## src/rtl/ssfb_pkg.sv

```systemverilog
`timescale 1ns / 1ps
// Shared widths, types and constants for the segment speed planner.
// No dependencies; every other file of the block refers to this package.
package ssfb_pkg;

    // Field widths: speeds, lengths and accelerations are unsigned Q16.8.
    localparam int SPEED_W = 24;
    // A product of two fields, and the reach term 2*a*L (Q33.16).
    localparam int PROD_W  = 2 * SPEED_W;
    localparam int TERM_W  = PROD_W + 1;
    // Radicand of the root unit: square plus reach term, Q34.16.
    localparam int RAD_W   = PROD_W + 2;
    // Root of the radicand and the partial remainder of the digit recurrence.
    localparam int ROOT_W  = RAD_W / 2;
    localparam int REM_W   = ROOT_W + 1;

    // Step counters of the serial units.
    localparam int MUL_CNT_W  = $clog2(SPEED_W);
    localparam int SQRT_CNT_W = $clog2(ROOT_W);

    // Largest speed code; roots above it saturate here.
    localparam logic [SPEED_W-1:0] SPEED_MAX = {SPEED_W{1'b1}};

    typedef logic [SPEED_W-1:0] t_speed;
    typedef logic [PROD_W-1:0]  t_prod;
    typedef logic [TERM_W-1:0]  t_term;
    typedef logic [RAD_W-1:0]   t_rad;
    typedef logic [ROOT_W-1:0]  t_root;

endpackage

```

## src/rtl/ssfb_mul.sv

```systemverilog
`timescale 1ns / 1ps
// Serial-parallel multiplier: one multiplier bit per cycle, shift and add.
// Depends on ssfb_pkg for widths and types.
module ssfb_mul (
    input  logic              i_clk,
    input  logic              i_rst_n,
    input  logic              i_start,
    input  ssfb_pkg::t_speed  i_a,
    input  ssfb_pkg::t_speed  i_b,
    output logic              o_done,
    output ssfb_pkg::t_prod   o_prod
);

    logic                                r_busy;
    logic                                r_done;
    logic [ssfb_pkg::MUL_CNT_W-1:0]      r_cnt;
    ssfb_pkg::t_speed                    r_mcand;
    ssfb_pkg::t_speed                    r_hi;
    ssfb_pkg::t_speed                    r_lo;
    logic [ssfb_pkg::SPEED_W:0]          w_sum;

    // Add the multiplicand when the current multiplier bit is set.
    assign w_sum = {1'b0, r_hi} + (r_lo[0] ? {1'b0, r_mcand} : '0);

    // Control: run for one step per multiplier bit, then pulse done.
    always_ff @(posedge i_clk) begin
        if (!i_rst_n) begin
            r_busy <= 1'b0;
            r_done <= 1'b0;
            r_cnt  <= '0;
        end else begin
            r_done <= 1'b0;
            if (i_start) begin
                r_busy <= 1'b1;
                r_cnt  <= '0;
            end else if (r_busy) begin
                r_cnt <= r_cnt + 1'b1;
                if (r_cnt == ssfb_pkg::MUL_CNT_W'(ssfb_pkg::SPEED_W - 1)) begin
                    r_busy <= 1'b0;
                    r_done <= 1'b1;
                end
            end
        end
    end

    // Datapath: the low half holds the multiplier and fills with product bits.
    always_ff @(posedge i_clk) begin
        if (i_start) begin
            r_mcand <= i_a;
            r_hi    <= '0;
            r_lo    <= i_b;
        end else if (r_busy) begin
            r_hi <= w_sum[ssfb_pkg::SPEED_W:1];
            r_lo <= {w_sum[0], r_lo[ssfb_pkg::SPEED_W-1:1]};
        end
    end

    assign o_done = r_done;
    assign o_prod = {r_hi, r_lo};

endmodule

```

## config.mk

```make
export PLATFORM = sky130hd
export DESIGN_NAME = ssfb_mul
export DESIGN_NICKNAME = d
export VERILOG_FILES = /design/src/rtl/ssfb_pkg.sv /design/src/rtl/ssfb_mul.sv
export SDC_FILE = /design/constraint.sdc
export NUM_CORES = 1
export LEC_CHECK = 0
export ABC_AREA = 1
export BUFFER_PORTS_ARGS = -buffer_cell sky130_fd_sc_hd__buf_2
export CORE_ASPECT_RATIO = 0.5
export CORE_MARGIN = 2
export CORE_UTILIZATION = 55
export DETAILED_ROUTE_END_ITERATION = 10
export PLACE_DENSITY_LB_ADDON = 0.12
export SLEW_MARGIN = 25
export SYNTH_ARGS = -nofsm -noshare
export SYNTH_HDL_FRONTEND = slang
export SYNTH_SLANG_ARGS = --single-unit
```

## constraint.sdc

```tcl
create_clock -name i_clk -period 6.15 [get_ports i_clk]
set_input_delay 0.3075 -clock i_clk [delete_from_list [all_inputs] [get_ports i_clk]]
set_output_delay 0.3075 -clock i_clk [all_outputs]
set_load 0.05 [all_outputs]
```

# Yosys cells after proc, flatten, opt, wreduce, memory -nomap -nowiden
# Cells that the tools add are included.
# Widths: inputs -> output; s select.
[totals] ff_bits=79 inputBits=51 wordCells=21
[classes] addsub=2 n_eq_ne=1 muxes=7 bitwise=2 reduce_logical=3
[ops] cell="$mux 24" count=3
[ops] cell="$add 24x24->25" count=1
[ops] cell="$add 5x1->5 const B" count=1
[ops] cell="$eq 5x5->1 const B" count=1
[ops] cell="$mux 1" count=4
[ops] cell="$reduce_or 3->1" count=1
[ops] cell="$not 1->1" count=2
[ops] cell="$reduce_bool 2->1" count=1
[ops] cell="$reduce_or 2->1" count=1

# Depth between registers and ports, before layout
# Gate-level depths: netlist of the first run.
[logic_depth] depth_word=4 depth_mapped=16

# Worst setup path after synthesis of the first run
# Ideal clock, no wire load.
[synth_path] kind="flip-flop to flip-flop" start="reg r_lo[0]" end="reg r_hi[7]" setup_time_ps=113 t_arrival_ps=2290 path_slack_ps=3747 path_stages_with_launch=13 period_less_slack_ps=2403 path_cell_list="edfxtp_1 clkbuf_1 nand2_1 inv_1 ha_1 fa_1 nand3_1 nand3_1 nand2_1 nand2_1 or2_2 nand3_1 nand2_1"
[synth_via] elab_chain_cells=2
[synth_lines] element="start, declared" line_no="ssfb_mul.sv:19" source="ssfb_pkg::t_speed r_lo;"
[synth_lines] element="start signal, assigned" line_no="ssfb_mul.sv:51" source="r_lo <= i_b;"
[synth_lines] element="start signal, assigned" line_no="ssfb_mul.sv:54" source="r_lo <= {w_sum[0], r_lo[ssfb_pkg::SPEED_W-1:1]};"
[synth_lines] element="$mux 24" line_no="ssfb_mul.sv:23" source="assign w_sum = {1'b0, r_hi} + (r_lo[0] ? {1'b0, r_mcand} : '0);"
[synth_lines] element="$add 24x24->25" line_no="ssfb_mul.sv:23"
[synth_lines] element="end signal, assigned" line_no="ssfb_mul.sv:53" source="r_hi <= w_sum[ssfb_pkg::SPEED_W:1];"
[synth_lines] element="end, declared" line_no="ssfb_mul.sv:18" source="ssfb_pkg::t_speed r_hi;"
# Every way passes these cells.
# A chain may end at the register's enable or synchronous reset.

# Final worst setup path of the first run
[layout_path] start="reg r_lo[0]" end="reg r_hi[19]"
# The elaborated chain is that of the path after synthesis.

==> results.txt, run 1 <==
----------------------------------------------------
[Outcome]
  Outcome ... completed

[Clock network]
  CTS tree ... done
  Reg clk slew, reported paths ... 0.06 ns
  CTS hold repair buffers ... 0
  Clock latency at the later pin of the worst-skew pair ... 0.34 ns
  Inserted Clock Buffers ... 9
  Clock Sinks ... just under 80
  CTS Buffer Depth ... 2
  Post-CTS Setup Repair Bufs ... 0
  Clock H-tree levels ... 3
  Clock Tree Root ... clkbuf_16
  CTS resizes ... 0

[Route]
  Total number of vias ... 4,340
  Top sig layer ... met4
  Metal2 WL ... between 4 and 5 mm
  Initial DRC count ... 327
  Residual DRC count ... 0
  Routed WL per cell ... 12.7 um
  WL final ... approximately 11 mm
  Routed metal-1 wire length ... 5.47 mm
  Number of nets still failing antenna checks after routing ... 0
  Total met3 wirelength after detailed routing ... 944 um
  Per-cell via count in the routed design ... 4.93
  Count of TritonRoute iterations in the first routing pass ... 5

[Yosys]
  Async S/R FF share, synth ... 0%
  Net Count, Synth ... 742
  Post-Syn Area ... 4710 um^2
  Unique masters post-synth ... 33
  Number of synthesized flops with an enable pin ... 48
  Avg Inst Size Synth ... 7.08 um^2
  Synth Instances ... 665
  Synthesized flop and latch total ... about 80
  Sequential area share after synthesis ... 43.8%
  Most used flip-flop cell after synthesis ... edfxtp_1
  Yosys warning count ... 0

[Timing]
  Setup Viol. Count Final ... 0
  Period utilisation layout ... 43.7%
  Total Neg Setup Slack ... 0 ns
  Worst clock skew ... 0.00968 ns
  Max transition margin ... 32.1%
  Final number of max-transition violations ... 0
  Final worst path period need ... 2.69 ns
  Tightest Pin Transition ... 1.01 ns
  Count of final hold-check violations ... 0
  Highest clock frequency the design can meet ... around 0.37 GHz
  Unrepaired setup endpoints after global routing ... false

[Global route]
  Wire length of the first global-routing pass ... between 15 and 20 mm
  Via count of the first global-routing pass ... 3,846
  Antenna violations before repair ... 0
  All-layer global routing usage ... 24.5%
  Pin count of the biggest net entering global routing ... 58
  Total congestion overflow after global routing ... 0

[Setup path]
  Arr. time, crit path ... 2.93 ns
  Kind of end point of the critical path ... flop
  Setup crit start kind ... flop
  Crit path kind ... flop to flop
  Required time at the worst-slack endpoint ... approximately 6.4 ns
  Crit Path Max Fanout ... 25

[Layout]
  Non-Filler Instances ... 880
  Number of nets in the finished design ... between 800 and 900
  Share of cells above drive strength 1 ... between 15 and 20%
  Layout area overhead ... 18.7%
  Most common library cell in the layout ignoring fill and taps ... nand2_1
  Commonest non-fill, non-tap cells in the layout ... nand2_1, inv_1, buf_2
  Fillers ... 722
  Number of diodes added for antenna fixing ... 0

[Placement]
  GP Congestion ... 0.921
  Cell total after placement ... 864
  Placed wire-length estimate ... 8.12 mm
  IO Port Bufs ... a little under 100

[Floorplanning]
  Floorplan row count ... 23
  Effective utilization at floorplan ... 57.8%
  Std-Cell Core Area ... 8140 um^2
  Die height ... 69.4 um
  Total die area ... 9360 um^2
  Horiz. Die Dim ... 135 um
  Number of top-level pins ... 100

[Power and ir drop]
  Leakage power ... 3.10 nW
  Power density over the cells ... 271 nW/um^2
  Maximum vdd drop ... 0.173 mV

[Hold path]
  Class of the most critical hold timing path ... input port to flop

[Run]
  Max Cap Viol ... 0

----------------------------------------------------
[cells in the mapped netlist (3+ instances only)]
master	count	area share, %
a21oi_1	22	2.3
buf_2	4	0.43
clkbuf_1	7	0.56
dfxtp_1	31	13
edfxtp_1	48	31
ha_1	25	6.6
inv_1	114	9.1
nand2_1	272	22
nand3_1	26	2.8
nand3b_1	3	0.48
nand4_1	5	0.66
nor2_1	56	4.5
nor2_2	3	0.40
nor3_1	12	1.3
nor4_1	3	0.40
o21ai_0	12	1.3
[power breakdown]
part	total (mW)	switching, mW	internal, mW
clock	0.543	0.225	0.317
combinational	0.329	0.235	0.0939
sequential	0.643	0.0315	0.611
[sequential cells by signal, summed over array words and instances (netlist names)]
signal,count
o_done,1
r_hi,24
r_cnt,5
r_mcand,24
r_lo,24
r_busy,1
[metal layers]
metal / vias up / global-route usage (%)
met3: 16 / 6.87
met4: 0 / 5.96
li1: 2260 / -
met1: 1908 / 35.6
met2: 156 / 36.1
met5: - / 0
[final timing paths]
kind              startpoint          to  slack [ns]  depth (start not counted)
setup / recovery     r_lo[0]    r_hi[19]        3.46                         14
hold / removal        i_a[0]  r_mcand[0]        0.14                          1
setup reg to reg     r_lo[0]    r_hi[19]        3.46                         14
hold reg to reg      r_hi[4]     r_hi[4]        0.47                          2
[critical path, cell delays in order (launching register included)]
cell and delay [ns]:
edfxtp_1 0.77, nand2_1 0.17, inv_1 0.06, ha_1 0.23, fa_1 0.45, nand2_1 0.10
inv_1 0.06, a21oi_1 0.17, nor2_1 0.11, nand2_1 0.10, nand3_1 0.12, nand2_1 0.08
nand3_1 0.06, nand2_1 0.09, inv_1 0.04
[stage by stage]
stage	cell area, um^2	setup WS [ns]	hold WS, ns	util, %	power [mW]
4_1_cts	5590	3.49	0.131	68.6	1.52
3_3_place_gp	5290	3.03	0.460	65.0	0.976
6_report	5590	3.46	0.137	68.6	1.51
2_1_floorplan	4710	3.75	0.406	-	0.894
3_5_place_dp	5290	3.51	0.462	65.0	0.980
5_1_grt	5590	3.19	0.128	68.6	1.58
[cell families after synthesis]
| family | count (synthesis) | share of synthesized area, % |
|---|---|---|
| adders and majority gates | 26 | 7.07 |
| xor gates and xnor gates | 4 | 0.744 |
| DFF | 79 | 43.8 |
| AOI/OAI and AO/OA | 42 | 4.86 |
| buffers and inverters | 127 | 10.4 |
| and+or+nand+nor | 387 | 33.1 |
[area by class of cell]
cell class / instances / area (um^2) / share of cell area (%)
clock buffer: 10 / 229 / 4.10
clock inverter: 6 / 68.8 / 1.23
inverter: 114 / 428 / 7.65
multi-input combinational: 459 / 2160 / 38.6
sequential: 79 / 2060 / 36.9
tap: 112 / 140 / 2.51
timing repair buffer: 100 / 503 / 9.00
No activity file was read; power rests on OpenSTA's default activity.
==> run 2, diff against run 1 <==
- clock period: 6.15 -> 2.8 ns (I/O delays scaled with it)
==> run 2 against run 1 <==
- die area is the same
- hold slack lost 0.095 ns
- first-iteration DRC count shrank 11%
- maximum frequency grew 15%
- worst setup slack lost 3.0 ns
- register-to-register slack lost 3.0 ns
- count of clock-buffer cells in the layout is the same
- utilization grew 3.9 points
- final cell count grew 3.6%
- critical path depth grew 1
==> results.txt, run 2 (synthesis results as in run 1) <==
----------------------------------------------------
[Outcome]
  Outcome ... completed

[Clock network]
  Clock H-tree levels ... 3
  Clock Tree Root ... clkbuf_16
  Clock latency at the later pin of the worst-skew pair ... 0.35 ns
  Clock Sinks ... 79
  Reg clk slew, reported paths ... 0.06 ns
  CTS Buffer Depth ... 2
  Inserted Clock Buffers ... 9
  CTS tree ... done

[Setup path]
  Crit path kind ... flop to flop
  Cell chain of the critical path ... buf_4 > nand2_1 > inv_1 > ha_1 > fa_1 > nand2_1 > inv_1 > a21oi_1 > nor2_1 > nand2_1 > nand3_1 > nand2_1 > nand3_1 > nand2_1 > inv_1
  Cell depth of the worst setup path ... 15
  Required time at the worst-slack endpoint ... 3.04 ns
  Worst Setup EP ... r_hi[19]
  Logic depth of the worst register-to-register path ... 15
  Crit Path Max Fanout ... 13
  Worst R2R Start ... r_lo[0]
  Worst setup path start ... r_lo[0]
  Arr. time, crit path ... 2.59 ns
  Setup crit start kind ... flop
  Cell with the biggest individual delay on the critical path ... fa_1
  Family with the most delay on the worst path ... simple AND/OR/NAND/NOR gates
  Setup slack of the most critical reg-to-reg path ... approximately 0.46 ns
  Critical Path Most Common Cell ... nand2_1
  Kind of end point of the critical path ... flop
  CP peak stage delay ... ~0.43 ns
  Crit path buf inv count ... 4
  R2R Path End ... r_hi[19]

[Route]
  Per-cell via count in the routed design ... 4.97
  Total number of vias ... 4,537
  Routed metal-1 wire length ... 5.94 mm
  Count of TritonRoute iterations in the first routing pass ... 5
  WL final ... 12.2 mm
  Top sig layer ... met4
  Residual DRC count ... 0
  Metal2 WL ... 5.13 mm
  Initial DRC count ... roughly 290
  Number of nets still failing antenna checks after routing ... 0
  Total met3 wirelength after detailed routing ... 896 um
  Routed WL per cell ... between 10 and 15 um

[Timing]
  Setup Viol. Count Final ... 0
  Final worst path period need ... 2.34 ns
  Max transition margin ... about two thirds
  Total Neg Setup Slack ... 0 ns
  Tightest Pin Transition ... approximately 0.47 ns
  Count of final hold-check violations ... 0
  Final number of max-transition violations ... 0
  Unrepaired setup endpoints after global routing ... false
  Period utilisation layout ... 83.7%
  Worst clock skew ... 0.00971 ns
  Highest clock frequency the design can meet ... 0.426 GHz

[Global route]
  Antenna violations before repair ... 0
  All-layer global routing usage ... 27.1%
  Pin count of the biggest net entering global routing ... 32
  Wire length of the first global-routing pass ... 20.1 mm
  Via count of the first global-routing pass ... 4,297
  Total congestion overflow after global routing ... 0

[Floorplanning]
  Number of top-level pins ... 100
  Effective utilization at floorplan ... between 50 and 60%
  Die height ... 69.4 um
  Std-Cell Core Area ... just over 8000 um^2
  Horiz. Die Dim ... ~130 um
  Total die area ... 9360 um^2
  Floorplan row count ... 23

[Run]
  Max Cap Viol ... 0

[Hold path]
  Class of the most critical hold timing path ... input port to flop

[Power and ir drop]
  Power density over the cells ... 586 nW/um^2
  Total design power ... 3.46 mW
  Maximum vdd drop ... between 0.3 and 0.4 mV
  Leakage power ... 3.24 nW

[Placement]
  IO Port Bufs ... 99
  GP Congestion ... about 0.98
  Placed wire-length estimate ... between 8 and 9 mm

[Layout]
  Share of cells above drive strength 1 ... 16.3%
  Top flop regs ... r_hi x24, r_lo x24, r_mcand x24
  Layout area overhead ... 25.6%
  Commonest non-fill, non-tap cells in the layout ... nand2_1, inv_1, buf_2
  Number of nets in the finished design ... 872
  Most common library cell in the layout ignoring fill and taps ... nand2_1
  Fillers ... 662
  Number of diodes added for antenna fixing ... 0

----------------------------------------------------
run 2: cell types whose count changed in the layout (fill, tap and decap cells not counted):
cell           previous run  this run
clkinv_2                  1         0
nor2_1                   55        56
bufinv_16                 1         2
dlygate4sd3_1             0        24
clkinvlp_4                1         2
buf_4                     1         9
clkinv_4                  1         0
nor2_2                    4         3
run 2: tightest hold or removal path: cells and delay by family:
kind            cells  cell delay, ns
compound gates      1            0.03
simple gates        1            0.06
buf+inv             1            0.11
run 2: report_power, final:
| part | leakage (nW) | internal [mW] | switching (mW) | total [mW] |
|---|---|---|---|---|
| registers | 0.735 | 1.34 | 0.0543 | 1.40 |
| clock network | 0.150 | 0.787 | 0.491 | 1.28 |
| logic | 2.36 | 0.238 | 0.551 | 0.789 |
| total | 3.24 | 2.37 | 1.10 | 3.46 |
run 2: worst min path at each step:
stage               startpoint          end  slack, ns  depth (start not counted)
floorplan               i_a[0]   r_mcand[0]       0.24                          0
global placement       i_a[21]  r_mcand[21]       0.32                          1
detailed placement     i_a[20]  r_mcand[20]       0.32                          1
CTS                    i_rst_n       r_busy       0.04                          3
global route           i_rst_n       r_busy       0.06                          3
finish                 i_rst_n       r_busy       0.04                          3
run 2: layout make-up:
| class | instances | area (um^2) | share of cell area [%] |
|---|---|---|---|
| clock buffer | 10 | 229 | 3.87 |
| sequential | 79 | 2060 | 34.9 |
| inverter | 114 | 428 | 7.24 |
| clock inverter | 6 | 92.6 | 1.57 |
| tap | 112 | 140 | 2.37 |
| timing repair buffer | 132 | 803 | 13.6 |
| multi-input combinational | 459 | 2160 | 36.5 |
run 2: timing repair:
action / CTS / global route
hold buffers: 24 / 0
gates resized for setup: 0 / 0
setup endpoints to repair: 0 / 0
buffers inserted: 0 / 0
hold endpoints to repair: 24 / 0
run 2: per-layer routing:
metal,vias up,GRT usage [%]
met3,22,6.36
met1,2022,38.4
met2,168,41.6
met4,0,7.84
met5,-,0
li1,2325,-
run 2: metrics by stage:
step / hold WS [ns] / utilization (%) / worst slack [ns] / area, um^2 / instances
after floorplan: 0.239 / - / 0.397 / 4710 / 665
after CTS: 0.0381 / 72.6 / 0.499 / 5910 / 912
after global placement: 0.317 / 65.7 / 0.577 / 5350 / 872
final: 0.0427 / 72.6 / 0.455 / 5910 / 912
after detailed placement: 0.318 / 65.7 / 0.522 / 5350 / 872
after global routing: 0.0603 / 72.6 / 0.278 / 5910 / 912
==> run 3, diff against run 2 <==
- ABC_AREA: 1 -> 0
- CORE_UTILIZATION: 55 -> 54
- clock period: 2.8 -> 2.21 ns (I/O delays scaled with it)
==> run 3 against run 2 <==
- the run now ends with negative setup slack left
- sequential power is 27% higher
- count of clock-buffer cells in the layout stayed put
- sequential share of layout area is 1.8 points lower
- utilization is 11 points higher
- clock skew is 0.0043 ns lower
- wire length is 8.5% lower
- die area is 7.8% lower
- global-route usage is 0.96 points lower
- largest cell class unchanged
- highest routed layer unchanged
==> results.txt, run 3 <==
----------------------------------------------------
[Outcome]
  Outcome ... finished, violations left
  Failing checks ... negative setup slack

[Power and ir drop]
  Leakage power ... 2.72 nW
  Power density over the cells ... around 720 nW/um^2
  Total design power ... 4.50 mW
  Maximum vdd drop ... approximately 0.55 mV

[Timing]
  Worst clock skew ... 0.00539 ns
  Setup Viol. Count Final ... 19
  Tightest Pin Transition ... 0.686 ns
  Setup slack after layout ... -0.398 ns
  Final number of max-transition violations ... 0
  Period utilisation layout ... 118%
  Highest clock frequency the design can meet ... 0.383 GHz
  Max transition margin ... 54.2%
  Unrepaired setup endpoints after global routing ... true
  Final worst path period need ... around 2.6 ns
  Count of final hold-check violations ... 0

[Global route]
  GR Util met3 ... around 7.6%
  Most congested layer reported by global routing ... met2
  Met2 Track Usage GR ... 44.5%
  Antenna violations before repair ... 0
  Pin count of the biggest net entering global routing ... 48
  Wire length of the first global-routing pass ... 17.1 mm
  Via count of the first global-routing pass ... 3,577
  All-layer global routing usage ... 26.2%
  Total congestion overflow after global routing ... 0
  Global Route met1 Usage ... between 30% and 40%

[Layout]
  Top flop regs ... r_hi x24, r_lo x24, r_mcand x24
  Non-Filler Instances ... 684
  Post-route core utilization ... 83.2%
  Design Area, Final ... 6230 um^2
  Number of nets in the finished design ... 648
  Fillers ... around 460
  Number of diodes added for antenna fixing ... 0
  Share of cells above drive strength 1 ... 47.2%
  Most common library cell in the layout ignoring fill and taps ... buf_2
  Commonest non-fill, non-tap cells in the layout ... buf_2, buf_4, edfxtp_1
  Layout area overhead ... 46.6%

[Route]
  Number of nets still failing antenna checks after routing ... 0
  WL final ... 11.1 mm
  Count of TritonRoute iterations in the first routing pass ... 4
  Routed WL per cell ... around 16 um
  Total number of vias ... ~3.6k
  Per-cell via count in the routed design ... 5.33
  Residual DRC count ... 0
  Initial DRC count ... 244

[Placement]
  IO Port Bufs ... 99
  Cell total after placement ... about 630
  GP Congestion ... roughly 0.87
  Placed wire-length estimate ... 7.31 mm
  Cell area after placement ... 5360 um^2

[Run]
  Max Cap Viol ... 0

[Floorplanning]
  Horiz. Die Dim ... between 100 and 150 um
  Effective utilization at floorplan ... 56.7%
  Floorplan row count ... 22
  Die height ... 66.7 um
  Total die area ... 8630 um^2
  Std-Cell Core Area ... between 7000 and 8000 um^2
  Number of top-level pins ... 100

[Yosys]
  Number of synthesized flops with an enable pin ... 48
  Cell with the most instances after synthesis ... edfxtp_1
  Unique masters post-synth ... 60
  Synthesized flop and latch total ... 79
  Synth Instances ... 377
  Dominant cells by area after synthesis ... edfxtp_1, dfxtp_1, ha_1
  Sequential area share after synthesis ... approximately half
  Yosys warning count ... 0
  Post-Syn Area ... ~4200 um^2
  Fraction of synthesized cell area taken by the top area cell type ... 33.9%
  Cell type with the largest total area after synthesis ... edfxtp_1
  Avg Inst Size Synth ... approximately 11 um^2
  Leading post-synthesis cells by instance count ... edfxtp_1, nor2_1, dfxtp_1
  Async S/R FF share, synth ... 0%
  Net Count, Synth ... roughly 450
  Most used flip-flop cell after synthesis ... edfxtp_1

[Setup path]
  Crit Path Max Fanout ... 6
  Logic depth of the worst register-to-register path ... 11
  Worst R2R Start ... r_lo[0]
  Setup slack of the most critical reg-to-reg path ... -0.40 ns
  Setup crit start kind ... flop
  Worst Setup EP ... r_hi[13]
  Crit path kind ... flop to flop
  Kind of end point of the critical path ... flop
  Required time at the worst-slack endpoint ... between 2 and 2.5 ns
  Worst setup path start ... r_lo[0]
  Arr. time, crit path ... ~2.8 ns
  R2R Path End ... r_hi[13]

[Clock network]
  Reg clk slew, reported paths ... 0.06 ns
  Clock Tree Root ... clkbuf_16
  Clock Sinks ... 79
  CTS Buffer Depth ... 2
  Clock H-tree levels ... 3
  CTS tree ... done
  Inserted Clock Buffers ... 9
  Clock latency at the later pin of the worst-skew pair ... 0.33 ns

[Hold path]
  Class of the most critical hold timing path ... input port to flop

----------------------------------------------------
run 3: cell count changes in the layout (fill, tap and decap cells not counted), moves of 10 or more:
cell	change
nand2_1	-254
buf_4	+62
xor2_1	+10
nor2_1	-24
o21ai_0	-10
and2_1	+21
mux2i_1	+10
inv_1	-109
ha_1	-13
ha_4	+13
nand3_1	-22
mux2_2	+24
run 3: per-layer routing:
layer  part of all wire, %  vias to the layer above
li1                      -                     1781
met1                    44                     1740
met2                    50                      102
met3                   5.1                       20
met4                   1.1                        0
met5                     0                        -
run 3: worst min path at each step:
stage,start,cells past startpoint,end
finish,i_rst_n,2,r_busy
global route,i_rst_n,2,r_busy
CTS,i_rst_n,2,r_busy
detailed placement,i_a[13],1,r_mcand[13]
global placement,i_a[8],1,r_mcand[8]
floorplan,i_a[0],0,r_mcand[0]
run 3: stage by stage:
stage                     hold slack [ns]  setup TNS, ns  setup slack [ns]
after floorplan                     0.209          -7.24            -0.600
after global placement              0.287          -4.58            -0.407
after detailed placement            0.289          -5.07            -0.453
after CTS                          0.0180          -4.18            -0.366
after global routing               0.0478          -6.34            -0.499
final                              0.0201          -4.84            -0.398
run 3: cell type report:
| cell class | instances | area, um^2 | area share (%) |
|---|---|---|---|
| Timing Repair Buffer | 200 | 1330 | 21.4 |
| Clock inverter | 6 | 53.8 | 0.864 |
| Inverter | 6 | 22.5 | 0.362 |
| Clock buffer | 10 | 229 | 3.68 |
| Tap cell | 108 | 135 | 2.17 |
| Sequential cell | 79 | 2060 | 33.1 |
| Multi-Input combinational cell | 275 | 2390 | 38.4 |
run 3: cells by family after synthesis:
kind of cell	count (synthesis)	share of synthesized area [%]
AND/OR/NAND/NOR	112	13.3
AO/OA/AOI/OAI	79	13.5
flip-flops	79	48.5
multiplexers	35	8.98
adder cells (fa/ha/maj)	26	7.84
XOR/XNOR	23	4.74
buffers and inverters	23	3.09
run 3: power breakdown:
| group | switching [mW] | leakage [nW] | internal [mW] |
|---|---|---|---|
| Combinational | 0.756 | 1.86 | 0.563 |
| Sequential | 0.0783 | 0.729 | 1.70 |
| Clock | 0.618 | 0.135 | 0.778 |
| Total | 1.45 | 2.72 | 3.04 |
run 3: critical path, cell delays in order (launching register included):
cell and delay, ns:
edfxtp_1 0.45, buf_6 0.18, and2_4 0.16, fa_2 0.37, a21oi_2 0.17, o22ai_2 0.12, a211oi_4 0.31, buf_4 0.19
o221ai_1 0.15, xor2_1 0.17, mux2i_1 0.16, nor2_1 0.06
run 3: repair_timing:
action | CTS | global route
gates resized for setup | 26 | 28
hold buffers | 24 | 0
buffers inserted | 5 | 6
endpoints found under the setup margin | 18 | 19
hold endpoints to repair | 24 | 0
cloned | 0 | 1
pin swaps | 6 | 20
