==> config.mk <==
export PLATFORM = sky130hd
export DESIGN_NAME = ssfb_sqrt
export DESIGN_NICKNAME = d
export VERILOG_FILES = /design/src/rtl/ssfb_pkg.sv /design/src/rtl/ssfb_sqrt.sv
export SDC_FILE = /design/constraint.sdc
export NUM_CORES = 1
export LEC_CHECK = 0
export ABC_AREA = 1
export ABC_CLOCK_PERIOD_IN_PS = 3500
export BUFFER_PORTS_ARGS = -buffer_cell sky130_fd_sc_hd__buf_2
export CORE_MARGIN = 5
export CORE_UTILIZATION = 58
export DETAILED_ROUTE_END_ITERATION = 12
export PLACE_DENSITY = 0.8
export SLEW_MARGIN = 40
export SYNTH_ARGS = -nofsm -noshare
export SYNTH_HDL_FRONTEND = slang
export SYNTH_SLANG_ARGS = --single-unit
==> constraint.sdc <==
create_clock -name i_clk -period 3.5 [get_ports i_clk]
set_input_delay 0.35 -clock i_clk [delete_from_list [all_inputs] [get_ports i_clk]]
set_output_delay 0.35 -clock i_clk [all_outputs]
set_load 0.01 [all_outputs]
==> src/rtl/ssfb_pkg.sv <==
`timescale 1ns / 1ps
// Shared widths, types and constants for the segment speed planner.
// No dependencies; every other file of the block refers to this package.
package ssfb_pkg;

    // Field widths: speeds, lengths and accelerations are unsigned Q16.8.
    localparam int SPEED_W = 24;
    // A product of two fields, and the reach term 2*a*L (Q33.16).
    localparam int PROD_W  = 2 * SPEED_W;
    localparam int TERM_W  = PROD_W + 1;
    // Radicand of the root unit: square plus reach term, Q34.16.
    localparam int RAD_W   = PROD_W + 2;
    // Root of the radicand and the partial remainder of the digit recurrence.
    localparam int ROOT_W  = RAD_W / 2;
    localparam int REM_W   = ROOT_W + 1;

    // Step counters of the serial units.
    localparam int MUL_CNT_W  = $clog2(SPEED_W);
    localparam int SQRT_CNT_W = $clog2(ROOT_W);

    // Largest speed code; roots above it saturate here.
    localparam logic [SPEED_W-1:0] SPEED_MAX = {SPEED_W{1'b1}};

    typedef logic [SPEED_W-1:0] t_speed;
    typedef logic [PROD_W-1:0]  t_prod;
    typedef logic [TERM_W-1:0]  t_term;
    typedef logic [RAD_W-1:0]   t_rad;
    typedef logic [ROOT_W-1:0]  t_root;

endpackage

==> src/rtl/ssfb_sqrt.sv <==
`timescale 1ns / 1ps
// Digit-recurrence square root: one root bit per cycle, truncating.
// Depends on ssfb_pkg for widths and types.
module ssfb_sqrt (
    input  logic              i_clk,
    input  logic              i_rst_n,
    input  logic              i_start,
    input  ssfb_pkg::t_rad    i_rad,
    output logic              o_done,
    output ssfb_pkg::t_root   o_root
);

    logic                                r_busy;
    logic                                r_done;
    logic [ssfb_pkg::SQRT_CNT_W-1:0]     r_cnt;
    ssfb_pkg::t_rad                      r_rad;
    logic [ssfb_pkg::REM_W-1:0]          r_rem;
    ssfb_pkg::t_root                     r_root;
    logic [ssfb_pkg::REM_W+1:0]          w_rem2;
    logic [ssfb_pkg::REM_W+1:0]          w_trial;
    logic [ssfb_pkg::REM_W+1:0]          w_diff;
    logic                                w_ge;

    // Bring down the next two radicand bits and try root*4+1.
    assign w_rem2  = {r_rem, r_rad[ssfb_pkg::RAD_W-1 -: 2]};
    assign w_trial = {1'b0, r_root, 2'b01};
    assign w_diff  = w_rem2 - w_trial;
    assign w_ge    = (w_rem2 >= w_trial);

    // Control: one step per root bit, then pulse done.
    always_ff @(posedge i_clk) begin
        if (!i_rst_n) begin
            r_busy <= 1'b0;
            r_done <= 1'b0;
            r_cnt  <= '0;
        end else begin
            r_done <= 1'b0;
            if (i_start) begin
                r_busy <= 1'b1;
                r_cnt  <= '0;
            end else if (r_busy) begin
                r_cnt <= r_cnt + 1'b1;
                if (r_cnt == ssfb_pkg::SQRT_CNT_W'(ssfb_pkg::ROOT_W - 1)) begin
                    r_busy <= 1'b0;
                    r_done <= 1'b1;
                end
            end
        end
    end

    // Datapath: the remainder stays at most twice the root, so it fits REM_W bits.
    always_ff @(posedge i_clk) begin
        if (i_start) begin
            r_rad  <= i_rad;
            r_rem  <= '0;
            r_root <= '0;
        end else if (r_busy) begin
            r_rad  <= {r_rad[ssfb_pkg::RAD_W-3:0], 2'b00};
            r_rem  <= w_ge ? w_diff[ssfb_pkg::REM_W-1:0] : w_rem2[ssfb_pkg::REM_W-1:0];
            r_root <= {r_root[ssfb_pkg::ROOT_W-2:0], w_ge};
        end
    end

    assign o_done = r_done;
    assign o_root = r_root;

endmodule

## Word-level counts from Yosys, hierarchy flattened

Index checks and enable logic that the tools add are counted.

| operators by class | value |
|---|---|
| add/subtract/negate cells | 2 |
| $lt $le $gt $ge | 1 |
| equality and inequality tests | 1 |
| multiplexer cells | 7 |
| bitwise gates (word level) | 2 |
| reductions and logical operators | 3 |

Operators with widths:

| kind | count |
|---|---|
| $mux W50 | 2 |
| $ge A28 B27 Y1 | 1 |
| $mux W26 | 1 |
| $sub A26 B26 Y26 | 1 |
| $add A5 B1 Y5 const B | 1 |
| $eq A5 B5 Y1 const B | 1 |
| $mux W1 | 4 |
| $reduce_or A3 Y1 | 1 |
| $not A1 Y1 | 2 |
| $reduce_bool A2 Y1 | 1 |
| $reduce_or A2 Y1 | 1 |

| word-level totals | value |
|---|---|
| bits in registers | 108 |
| input bits | 53 |
| output and inout port bits | 26 |

## Logic depth before layout (Yosys ltp)

Gate-level depths: netlist of run 1.

| depth | value |
|---|---|
| depth after elaboration | 4 |
| gate-level depth with buffers | 15 |
| mapped depth without buffers | 15 |

## Worst setup path after synthesis of run 1

No wires, ideal clock.

| timing | value |
|---|---|
| path type | input to register |
| start point | input port i_start |
| end point | register r_rad[0] (enable) |
| library setup time | 0.434 ns |
| arrival time | 2.479 ns |
| data required time | 3.066 ns |
| setup slack | 0.587 ns |
| stages | 4 |
| cell sequence | clkbuf_1 nor2_1 clkinv_1 clkbuf_1 |

| between the ends | value |
|---|---|
| word-level cells in the longest chain between the ends | 1 |

RTL lines:

| element | line | source |
|---|---|---|
| start, declared | ssfb_sqrt.sv:7 | `input logic i_start,` |
| $reduce_bool A2 Y1 (no line) | - |  |
| end signal, assigned | ssfb_sqrt.sv:54 | `r_rad <= i_rad;` |
| end signal, assigned | ssfb_sqrt.sv:58 | `r_rad <= {r_rad[ssfb_pkg::RAD_W-3:0], 2'b00};` |
| end, declared | ssfb_sqrt.sv:16 | `ssfb_pkg::t_rad r_rad;` |

Every way passes these cells.
A chain may end at the register's enable or synchronous reset.

## Worst setup path in the final report of run 1

| timing | value |
|---|---|
| start point | register r_root[18], in the netlist o_root[18] |
| end point | register r_rem[16] in the netlist's numbering |

| between the ends | value |
|---|---|
| word-level cells in the longest chain between the ends | 2 |

RTL lines:

| element | line | source |
|---|---|---|
| start, declared | ssfb_sqrt.sv:18 | `ssfb_pkg::t_root r_root;` |
| start signal, assigned | ssfb_sqrt.sv:60 | `r_root <= {r_root[ssfb_pkg::ROOT_W-2:0], w_ge};` |
| $ge A28 B27 Y1 | ssfb_sqrt.sv:28 | `assign w_ge = (w_rem2 >= w_trial);` |
| $mux W26 | ssfb_sqrt.sv:59 | `r_rem <= w_ge ? w_diff[ssfb_pkg::REM_W-1:0] : w_rem2[ssfb_pkg::REM_W-1:0];` |
| end signal, assigned | ssfb_sqrt.sv:59 |  |
| end, declared | ssfb_sqrt.sv:17 | `logic [ssfb_pkg::REM_W-1:0] r_rem;` |

Every way passes these cells.

==> results.txt, run 1 <==
The flow ran to the end, and the final reports show no timing, DRC or antenna violations. The portion of the post-synthesis area used by sequential elements was 43.5%. Between clock sinks in the finished design, the worst skew comes to 6.59 ps. Along the worst path, the maximum fanout reaches 40.

At the pin with the least slew margin, the transition time is 711 ps. Registers are responsible for 30.4% of the overall power. The placed instance count is 1052, and the post-cts gate resize count is 0. Once layout is complete, the utilization of the core stands at 66.1%. In the routed layout, each cell is associated on average with a via count of 5.13. The worst setup path is captured at a register. The share of total power dissipated in combinational logic is 53.9%. The tools report the via count of the first global-routing pass as 5190.

Global routing used 23.0% of the available tracks. The number of H-tree levels was 3. Buffers added to address setup during post-CTS repair amount to 0. In the synthesized netlist, mux cells make up 0% of the area. In this run the worst hold path is classified as primary input to register.

In the final layout, the multi-input gates occupy 2910 µm². The type of the setup path with the least slack is register to register. Arrival time at the worst endpoint: 3040 ps. The clock passes through at most 2 buffers. After legalization and detailed placement, the total HPWL measured 10400 µm.

Adder and majority gate portion of the synthesized area: 5.93%. The post-synthesis sequential element count is 108. The required time at the endpoint of the critical path is 3790 ps, and the starting DRC count in detailed routing is 323. Average cell area after synthesis: 7.15 µm². The simple logic cell fraction of the synthesized area is 31.8%, and the core area is 10300 µm².

The logs give 0 for the diode insertion count for antenna repair and 0 for the antenna violation net count after detailed routing. Setup repair after global routing left no endpoint under its margin. The part of the power in the clock network came out at 15.7%. The fraction of final layout cells with drive strength greater than 1 came out at 12.2%. The final hold slack was 192 ps; the summed instance area of the synthesized netlist was 6120 µm². The average wire per cell in the routed design is 13.0 µm, and the areal power density over the cells is 751 nW/µm². The area of the die was 12700 µm²; the cell count after synthesis was 856. The maximum VDD drop was 0.517 mV. The combinational family with the most area after synthesis is simple AND/OR/NAND/NOR gates. The logs give 0.977 for the final weighted congestion in routability-driven placement and 0 for the number of hold-repair buffers added at the cts stage. The top cell type by area accounts for 24.5% of the synthesized area. The final routed wirelength across all metal layers was 13900 µm; the count of buffering cells on the critical path with inverters included was 2. Cell internal power was estimated by the tool at 2.79 mW.

The unique cell type count in the Yosys netlist was 34; the synthesis-to-finish area growth was 11.5%. Final-report hold violation count: 0. The critical path goes through inv_1 -> ha_1 -> nand2_1 -> nor2_2 -> nand2_1 -> nor2_1 -> nand3_1 -> nand2_1 -> nor2_1 -> nand2_2 -> inv_1 -> nor2_1 -> o21ai_1. The tool flagged a number of max-cap violations equal to 0. The initial utilization of the core area, before any placement, comes to 59.3%. Of the available clock period, the critical path in the final layout requires 78.4%. The net switching component of the power was 2.34 mW; the total area of sequential cells was 2660 µm².

Setup violations remaining at the end of the flow were counted as 0. The number of antenna violations at the first check in global routing is 0. The first-pass GRT wire length was 23700 µm; the yosys synthesis warning count was 0.

TritonCTS built the clock tree. The floorplan has 37 rows. The biggest cell delay along the critical path was 530 ps; the count of filler cells inserted in the layout was 945. Input and output buffers added on the ports amount to 78. The net count after synthesis came out at 938. Element type at the critical path start: a register. Global routing finished with a remaining overflow of 0. In the post-synthesis netlist, the biggest area contributors are sky130_fd_sc_hd__edfxtp_1 25%, sky130_fd_sc_hd__nand2_1 22%, sky130_fd_sc_hd__dfxtp_1 19%.

Summed over all instances, the cell type with the most area after synthesis is sky130_fd_sc_hd__edfxtp_1. The clock sink count is 108. Of the total power, the share spent switching nets is 45.7%.

Cell family contributing the most delay on the critical path: simple AND/OR/NAND/NOR gates. After routing, the total negative slack on setup checks comes to 0 ps. Clock latency on the worst-skew pair, taken at its later pin, is 400 ps.

The relative max-transition margin is 52.4%. The shortest clock period the worst path allows after layout is 2740 ps. For the pin count of the biggest net entering global routing, the log shows 55.

On the critical path, the stage with the largest delay is an instance of sky130_fd_sc_hd__nand2_2. Summing over every cut layer, the via total after detailed routing is 5477. The xor/xnor share of the synthesized area was 1.43%.

In this run the count of I/O pins placed on the die edge is 79. The floorplan step set the die height to 113 µm. The run gives 0 as the number of pins exceeding their max-slew limit in the final report.

For this run, design rule violations remaining after detail routing come to 0. The logs give 364 MHz for the highest clock rate and 3.63 nW for the leakage component of the power. Summing the areas of all compound-gate instances in the mapped netlist gives 8.36% of the synthesized area. The smallest setup slack after layout was 756 ps; the die extent in x was 113 µm. CTS placed an instance of sky130_fd_sc_hd__clkbuf_8 at the clock tree root. The number of buffers created by CTS came out at 9.

Clock input transition at the sequential cells of the worst setup and hold paths: 100 ps. Placement-stage worst setup slack: 800 ps. Once layout is complete, the cells apart from fillers number 1068. The run gives 5 as the first-pass iteration count of the detailed router. The net count of the finished layout is 1009.
[registers in the layout, indices dropped and copies added (netlist names)]
signal and flops:
r_cnt 5, r_rad 50, o_root 25, o_done 1
r_busy 1, r_rem 26
[cell type report]
class                      count  area share [%]
tap                          136            2.49
multi-input combinational    609            42.6
inverter                     114            6.27
timing repair buffer          85            6.67
clock inverter                 7            1.21
clock buffer                   9            1.81
sequential                   108            39.0
[through the flow]
step / cell area, µm² / total power [mW]
after global placement: 6620 / 4.31
after floorplan: 6120 / 3.82
final: 6830 / 5.13
after CTS: 6830 / 5.14
after global routing: 6830 / 5.64
after detailed placement: 6620 / 4.32
[cell usage in the layout (no fill, tap or decap), drive strengths merged]
cell type  Yosys  layout
nand2        360     360
inv          113     117
buf            8      85
dfxtp         58      58
edfxtp        50      50
nor2          49      49
nand3         48      48
ha            29      29
a21oi         28      28
o22ai         24      24
o21ai         19      19
nor3           9       9
clkbuf        17       9
nand4          8       8
xnor2          8       8
o211ai         8       8
o21bai         5       5
or2            4       4
xor2           2       2
nand3b         2       2
clkinv         1       2
nor3b          1       1
o21a           1       1
a31oi          1       1
nor4           1       1
a211oi         1       1
a21boi         1       1
bufinv         0       1
clkinvlp       0       1
[worst register-to-register path, cell delays in order, from the launching register on]
cell and delay [ps]:
sky130_fd_sc_hd__dfxtp_1 350, sky130_fd_sc_hd__inv_1 70, sky130_fd_sc_hd__ha_1 380, sky130_fd_sc_hd__nand2_1 160
sky130_fd_sc_hd__nor2_2 170, sky130_fd_sc_hd__nand2_1 100, sky130_fd_sc_hd__nor2_1 140, sky130_fd_sc_hd__nand3_1 90
sky130_fd_sc_hd__nand2_1 70, sky130_fd_sc_hd__nor2_1 50, sky130_fd_sc_hd__nand2_2 530, sky130_fd_sc_hd__inv_1 310
sky130_fd_sc_hd__nor2_1 160, sky130_fd_sc_hd__o21ai_1 70
[Yosys cell counts]
master                     instances
sky130_fd_sc_hd__nor4_1            1
sky130_fd_sc_hd__nand2_1         357
sky130_fd_sc_hd__buf_2             2
sky130_fd_sc_hd__o22ai_1          24
sky130_fd_sc_hd__a31oi_1           1
sky130_fd_sc_hd__edfxtp_1         50
sky130_fd_sc_hd__nor2_2            3
sky130_fd_sc_hd__xnor2_1           8
sky130_fd_sc_hd__nand4_1           8
sky130_fd_sc_hd__nor2_1           46
sky130_fd_sc_hd__o21ai_0          15
sky130_fd_sc_hd__o21bai_1          5
sky130_fd_sc_hd__inv_1           112
sky130_fd_sc_hd__or2_2             4
sky130_fd_sc_hd__nand3_2           1
sky130_fd_sc_hd__dfxtp_1          58
sky130_fd_sc_hd__o21a_1            1
sky130_fd_sc_hd__o21ai_1           4
sky130_fd_sc_hd__inv_2             1
sky130_fd_sc_hd__buf_6             4
sky130_fd_sc_hd__ha_1             29
sky130_fd_sc_hd__a21oi_1          28
sky130_fd_sc_hd__nand3_1          47
sky130_fd_sc_hd__a21boi_0          1
sky130_fd_sc_hd__buf_1             2
sky130_fd_sc_hd__o211ai_1          8
sky130_fd_sc_hd__clkbuf_1         17
sky130_fd_sc_hd__nand2_2           3
sky130_fd_sc_hd__a211oi_1          1
sky130_fd_sc_hd__nor3_1            9
sky130_fd_sc_hd__xor2_1            2
sky130_fd_sc_hd__nand3b_1          2
sky130_fd_sc_hd__clkinv_1          1
sky130_fd_sc_hd__nor3b_1           1
[worst paths after layout]
| check | to | cells past startpoint | from | slack [ps] |
|---|---|---|---|---|
| setup / recovery | r_rem[16]$_SDFFE_PP0P_ | 13 | o_root[18]$_SDFFE_PP0P_ | 760 |
| hold / removal | r_busy$_SDFF_PN0_ | 3 | i_rst_n | 190 |
| setup reg to reg | r_rem[16]$_SDFFE_PP0P_ | 13 | o_root[18]$_SDFFE_PP0P_ | 760 |
| hold reg to reg | r_rem[1]$_SDFFE_PP0P_ | 2 | r_rem[1]$_SDFFE_PP0P_ | 480 |
[cells by family (layout without fill, tap and decap cells)]
kind of cell	count (synthesis)	after routing
xor+xnor	10	10
buf+inv	139	215
flops	108	108
simple gates	482	482
fa+ha+maj	29	29
compound gates	88	88
[power by group through the flow]
| stage | sequential [mW] | combinational [mW] | clock (mW) |
|---|---|---|---|
| 3_3_place_gp | 1.58 | 2.72 | 0 |
| 6_report | 1.56 | 2.76 | 0.803 |
| 3_5_place_dp | 1.59 | 2.74 | 0 |
| 5_1_grt | 1.58 | 3.19 | 0.868 |
| 2_1_floorplan | 1.57 | 2.26 | 0 |
| 4_1_cts | 1.56 | 2.76 | 0.818 |
[routing by layer]
layer	up-vias	routed length [µm]	track usage (%)	share of wire, %
li1	2881	-	-	-
met1	2440	6300	29.9	45
met2	139	6520	38.0	47
met3	17	836	5.35	6.0
met4	0	248	7.69	1.8
met5	-	0	0	0
No activity file was read; power rests on OpenSTA's default activity.
==> inputs of run 2 (changes only) <==
- ABC_CLOCK_PERIOD_IN_PS: 3500 -> 2570
- clock period: 3.5 -> 2.57 ns (I/O delays scaled with it)
==> results.txt, run 2 (synthesis gave the netlist of run 1 again) <==
Summed over all layers, the global routing overflow is 0. Number of cell rows: 37. Count of filler cells inserted in the layout: 925. Launching point of the worst reg2reg path: o_root[18]$_SDFFE_PP0P_. Walking the worst path, the cells encountered are inv_1 -> ha_1 -> nand2_1 -> nor2_2 -> nand2_1 -> nor2_1 -> nand3_1 -> nand2_1 -> nor2_1 -> nand2_2 -> buf_4 -> buf_4 -> nand2_1 -> o211ai_1 -> nand2_1. The number of setup violations in the final report is 0. The leakage component of the power came out at 3.64 nW. For this block, the via count after detailed routing is 5462. The critical path crosses 15 cells after its start point.

The slowest stage of the critical path belongs to the cell sky130_fd_sc_hd__ha_1. The cell family contributing the most delay on the critical path was simple AND/OR/NAND/NOR gates. Setup repair after global routing left no endpoint under its margin. By instance count, the cell type seen most on the critical path is sky130_fd_sc_hd__nand2_1.

Once layout is complete, the utilization of the core stands at 66.4%. The critical path contains buffers and inverters numbering 3 combined. Wires add up to 14500 µm.

Setup slack on the worst reg-to-reg path comes out at 270 ps. For the total negative slack, the log shows 0 ps. Subtracting the final worst setup slack from the clock period gives 2300 ps. The run gives 51 as the pin count of the biggest net entering global routing.

At the pin with the least slew margin, the transition time is 521 ps. No sink is reached through more buffers than the 2 on the longest clock path. Relative max-transition margin: 65.2%. The register bank with the most flops was r_rad. The number of cell instances on the worst register-to-register path is 15. STA classifies the critical path startpoint as a register.

Startpoint of the most critical setup path: o_root[18]$_SDFFE_PP0P_. The filler-free cell count of the finished design came out at 1074. The count of nets after finishing was 1015. For this design the top-level I/O count stands at 79. STA classifies the critical path endpoint as a register.

The register with the most flip-flops in the layout has 50 of them. The tools report the number of antenna violations at the first check in global routing as 0. The final-report hold violation count is 0, and the insertion delay to the later sink of the worst-skew pair is 380 ps. The areal power density over the cells was 1020 nW/µm². The core region is 10300 µm². The cell at the root of the clock tree is sky130_fd_sc_hd__clkbuf_8. For the maximum VDD drop, the log shows 0.566 mV. After clock tree synthesis, the clock-pin slew on the worst setup and hold paths is 90 ps. The area of the die came out at 12700 µm². The run finished with clean final reports.

The worst clock skew came out at 8.42 ps. The number of clock buffers added by TritonCTS is 9. The first global-routing pass estimated 24400 µm of wire. The placed instance count is 1058, and the number of maximum-capacitance constraint violations is 0. The die extent in x works out to 113 µm.

For the arrival time at the worst endpoint, the log shows 2570 ps. Counting instances, the worst hold path has a depth of 3. Clock tree synthesis found a total of 108 sinks.

In this run the worst setup path terminates at r_rem[8]$_SDFFE_PP0P_. The class of the most critical hold timing path was primary input to register. Of the cells placed in the final design, the portion with a size suffix greater than 1 is 12.5%.

The run gives 0 as the number of pins exceeding their max-slew limit in the final report. The detailed-route vias per instance works out to 5.09. The library cells used most frequently in the layout, excluding fill and tap cells, are 357 x sky130_fd_sc_hd__nand2_1, 112 x sky130_fd_sc_hd__inv_1, 78 x sky130_fd_sc_hd__buf_2, 58 x sky130_fd_sc_hd__dfxtp_1, 50 x sky130_fd_sc_hd__edfxtp_1. The run gives 59.3% as the initial standard-cell utilization of the core. The logs give 5183 for the via count of the first global-routing pass and 0 for the number of remaining DRC errors. For the antenna violation net count after detailed routing, the log shows 0. For the worst setup path, the data required time is 2840 ps. The tools report the global-route usage over all layers as 23.5%. The tools report the number of hold-repair buffers added at the cts stage as 0. Relative to the synthesized area, the layout overhead comes to 12.0%. For this run, the top clock speed supported by timing is 434 MHz.

The detailed router finished its first iteration with 382 violations. The tools report the diode insertion count for antenna repair as 0. Leaving out fill and tap cells, the most frequent cell in the layout is sky130_fd_sc_hd__nand2_1.

The die boundary height came out at 113 µm. TritonCTS built the clock tree. The biggest cell delay along the critical path was 360 ps; the top fanout value on the critical path was 15.

In the finished design, the share of the clock period the worst path needs comes to 89.6%. The tools report the number of H-tree levels as 3. The count of buffers added on input and output ports is 78. After detailed routing, the average wire length per cell comes to 13.5 µm. The first detailed-routing pass ran for 5 iterations.

Once detailed placement completed, the half-perimeter wirelength came to 11100 µm. The worst setup path is of the register to register kind. The congestion estimate from routability-driven global placement came to 0.989.

In this run the critical register-to-register path is captured at r_rem[8]$_SDFFE_PP0P_.
## run 2: where the power goes
part,switching (mW),internal [mW]
sequential,0.118,2.01
clock,0.550,0.376
combinational,2.55,1.42
## run 2: area by class of cell
type	instances	area, µm²	area share (%)
clock inverters	3	16.3	0.237
repair buffers	91	513	7.48
multi-input cells	609	2920	42.6
flip-flops and latches	108	2660	38.8
well taps	136	170	2.48
clock buffers	13	149	2.17
inverters	114	428	6.24
## run 2: worst min path at each step
stage | start | slack (ps) | end
floorplan | i_rst_n | 400 | r_busy$_SDFF_PN0_
global placement | r_rem[24]$_SDFFE_PP0P_ | 450 | r_rem[24]$_SDFFE_PP0P_
detailed placement | r_rem[24]$_SDFFE_PP0P_ | 460 | r_rem[24]$_SDFFE_PP0P_
CTS | i_rst_n | 100 | r_busy$_SDFF_PN0_
global route | i_rad[15] | 120 | r_rad[15]$_DFFE_PP_
finish | i_rst_n | 120 | r_busy$_SDFF_PN0_
## run 2: worst register-to-register path, stage by stage, from the launching register on
cell,delay (ps)
sky130_fd_sc_hd__dfxtp_1,350
sky130_fd_sc_hd__inv_1,70
sky130_fd_sc_hd__ha_1,360
sky130_fd_sc_hd__nand2_1,140
sky130_fd_sc_hd__nor2_2,160
sky130_fd_sc_hd__nand2_1,110
sky130_fd_sc_hd__nor2_1,140
sky130_fd_sc_hd__nand3_1,90
sky130_fd_sc_hd__nand2_1,60
sky130_fd_sc_hd__nor2_1,50
sky130_fd_sc_hd__nand2_2,90
sky130_fd_sc_hd__buf_4,200
sky130_fd_sc_hd__buf_4,170
sky130_fd_sc_hd__nand2_1,60
sky130_fd_sc_hd__o211ai_1,80
sky130_fd_sc_hd__nand2_1,70
## run 2: repair_timing
item	CTS	global route
resized for setup	0	1
setup buffers	0	0
endpoints found under the setup margin	0	1
## run 2: per-layer routing
layer / track usage [%] / part of all wire (%)
met5: 0 / 0
met4: 7.53 / 1.6
met3: 4.28 / 5.8
met2: 38.5 / 46
met1: 31.7 / 46
## run 2: per-stage QoR
step	area, µm²	hold WS, ps	power, mW	setup slack [ps]
2_1_floorplan	6120	398	5.21	506
3_3_place_gp	6680	454	6.03	249
3_5_place_dp	6680	460	6.04	317
4_1_cts	6850	100	6.97	286
5_1_grt	6860	121	7.69	11.5
6_report	6860	120	7.02	268
==> inputs of run 3 (changes only) <==
- ABC_AREA: 1 -> unset
- MAX_ROUTING_LAYER: unset -> met4
==> results.txt, run 3 <==
VDD sags by at most 1.09 mV. The tightest hold path in the finished design has a slack of 117 ps. The run finished, with violations left. The run gives 108 as the clock sink count.

The worst setup path is launched from a register. Cells with a size suffix above 1 make up 40.9% of the layout. The via count of the first global-routing pass came out at 5047.

The first global-routing pass estimated 23100 µm of wire. The logs give 2870 ps for the required time at the endpoint of the critical path and 4 for the first-pass iteration count of the detailed router. The count of nets after finishing is 805, and the number of cell rows is 37. The logs give 3.21 nW for the leakage component of the power and 74.8% for the share of the core filled with cells in the final layout.

When the netlist entered floorplanning its net count stood at 665. The total overflow left after global routing is 0. During synthesis, Yosys emitted a total of 0 warnings. TritonCTS built the clock tree.

Across all layers, the routed design uses 4948 vias. The tools report the diode insertion count for antenna repair as 0. The floorplan step defined a die boundary enclosing 12400 µm². The tools report the number of setup violations in the final report as 1. In this run the tightest slew margin relative to its limit is 58.6%. Wires add up to 14100 µm. CTS built an H-tree with a depth of 3.

In this run the worst hold path is classified as primary input to register. In the layout the commonest cells are 77 x sky130_fd_sc_hd__buf_2, 77 x sky130_fd_sc_hd__buf_4, 72 x sky130_fd_sc_hd__nor2_1, 50 x sky130_fd_sc_hd__edfxtp_1, 48 x sky130_fd_sc_hd__mux2_2. The checks that failed: setup timing. The tools report the number of maximum-capacitance constraint violations as 0.

For this run, the total global-route usage over all layers was measured as 23.2%. Timing would allow up to 382 MHz. The average cell area after synthesis was 10.2 µm²; the synthesis-to-finish area growth was 27.7%. The tools report the insertion delay to the later sink of the worst-skew pair as 390 ps.

In the synthesized netlist the dominant register cell turns out to be sky130_fd_sc_hd__dfxtp_1. The post-synthesis sequential element count came out at 108. Counting instances in the post-synthesis netlist gives the leading cell types as 73 x sky130_fd_sc_hd__nor2_1, 58 x sky130_fd_sc_hd__dfxtp_1, 50 x sky130_fd_sc_hd__edfxtp_1.

The number of pins exceeding their max-slew limit in the final report is 0, and the number of port buffers is 78. The fraction of registers with async set/reset is 0%, and the starting DRC count in detailed routing is 232. The smallest setup slack after layout is -49.2 ps.

The congestion estimate from routability-driven global placement came to 0.987. The number of buffers created by CTS was 9; the pin count of the biggest net entering global routing was 55. Using the TritonRoute via totals, the vias-per-cell ratio works out to 5.73. The worst-margin pin slew works out to 620 ps.

The register with the most flip-flops in the layout has 50 of them. The logs give 13.8 ps for the worst clock skew and 44.8% for the portion of the post-synthesis area used by sequential elements. Power spread over the standard cell area amounts to 1260 nW/µm². The design draws 9.54 mW. Once the floorplan was initialized, standard cells occupied 58.6% of the core. By area the synthesized netlist is led by sky130_fd_sc_hd__edfxtp_1 25%, sky130_fd_sc_hd__dfxtp_1 20%, sky130_fd_sc_hd__mux2_2 9.1%. The top fanout value on the critical path was 4; the final-report hold violation count was 0. The worst setup path is of the register to register kind.

Counting the fill cells in the layout gives 704. The tools report the cell at the root of the clock tree as sky130_fd_sc_hd__clkbuf_8. The share of synthesized area in the top cell type comes to 25.3%.

The tools report the cell count after synthesis as 583. The share of the clock period used by the worst path came out at 102%. The floorplan step defined a core boundary enclosing 10100 µm². The clock input transition at the sequential cells of the worst setup and hold paths was 100 ps. The most common cell in the synthesized netlist is sky130_fd_sc_hd__nor2_1. The tools report the number of antenna violations at the first check in global routing as 0.

Once detail routing completed, the nets flagged for antenna violations numbered 0. The die is 111 µm wide. The I/O pin count is 79. The synthesized design contains 50 enable-type register cells.

Setup repair after global routing could not meet its margin everywhere. The tools report the unique cell type count in the Yosys netlist as 63. Dividing the detail-routed wire length by the instance count gives 16.3 µm. The die boundary height is 111 µm, and the maximum number of buffers from clock root to sink is 2.

The endpoint kind of the worst setup timing path was a register. Ranked by flip-flop count, first place goes to r_rad. For the summed instance area of the synthesized netlist, the log shows 5940 µm². The number of remaining DRC errors is 0, and the shortest clock period the worst path allows after layout is 2620 ps.

At the worst endpoint, the arrival time is 2920 ps. For the detailed placer's ending HPWL, the log shows 10300 µm. sky130_fd_sc_hd__edfxtp_1 takes more of the synthesized area than any other cell.
run 3: timing repair:
item	CTS	global route
hold endpoints to repair	0	0
gates resized for setup	25	26
setup endpoints to repair	11	24
hold buffers	0	0
buffers inserted	1	4
pin swaps	12	20
run 3: final cells by class:
| type | count | area, µm² | share of cell area [%] |
|---|---|---|---|
| timing repair buffer | 157 | 1010 | 13.3 |
| inverter | 36 | 135 | 1.78 |
| multi-input combinational | 411 | 3390 | 44.6 |
| clock inverter | 6 | 77.6 | 1.02 |
| clock buffer | 10 | 128 | 1.68 |
| sequential | 108 | 2680 | 35.4 |
| tap | 136 | 170 | 2.24 |
run 3: path summary, 6_finish.rpt:
path	from	to	slack, ps	depth (start not counted)
worst max-delay path	o_root[14]$_SDFFE_PP0P_	r_rem[19]$_SDFFE_PP0P_	-50	10
worst min-delay path	i_rst_n	r_busy$_SDFF_PN0_	120	2
worst max register to register	o_root[14]$_SDFFE_PP0P_	r_rem[19]$_SDFFE_PP0P_	-50	10
worst min register to register	r_rem[24]$_SDFFE_PP0P_	r_rem[24]$_SDFFE_PP0P_	480	2
run 3: per-stage QoR:
stage / setup WS [ps] / instances / cell area (µm²) / TNS (ps)
floorplan: 15.1 / 583 / 6100 / 0
global placement: -52.6 / 844 / 7110 / -52.6
detailed placement: -175 / 844 / 7110 / -354
CTS: -30.1 / 861 / 7450 / -30.1
global route: -179 / 864 / 7590 / -652
finish: -49.2 / 864 / 7590 / -49.2
run 3: metal layers:
| layer | global-route usage (%) | vias up | share of wire (%) |
|---|---|---|---|
| met5 | - | - | 0 |
| met4 | 9.00 | 0 | 2.8 |
| met3 | 5.40 | 40 | 6.4 |
| met2 | 38.6 | 148 | 50 |
| met1 | 27.4 | 2375 | 41 |
| li1 | - | 2385 | - |
run 3: power breakdown:
group / internal [mW] / leakage [nW] / switching (mW)
Combinational: 3.06 / 2.13 / 3.15
Sequential: 2.06 / 0.985 / 0.167
Clock: 0.470 / 0.101 / 0.635
Total: 5.59 / 3.21 / 3.95
run 3: cells by family after synthesis:
kind of cell / Yosys count / synth area share [%]
mux: 86 / 15.5
simple gates: 160 / 12.3
flops: 108 / 44.8
xor+xnor: 25 / 3.69
compound gates: 111 / 13.2
buf+inv: 64 / 4.32
fa+ha+maj: 29 / 6.11
run 3: critical path: stages (launching register included):
cell and delay [ps]:
sky130_fd_sc_hd__dfxtp_2 350, sky130_fd_sc_hd__inv_2 50, sky130_fd_sc_hd__ha_4 270, sky130_fd_sc_hd__nand3_2 100, sky130_fd_sc_hd__or4_4 530, sky130_fd_sc_hd__o21ai_2 120, sky130_fd_sc_hd__nor2_1 60, sky130_fd_sc_hd__a21boi_4 150
sky130_fd_sc_hd__or2_4 290, sky130_fd_sc_hd__or3b_4 400, sky130_fd_sc_hd__a311oi_2 230
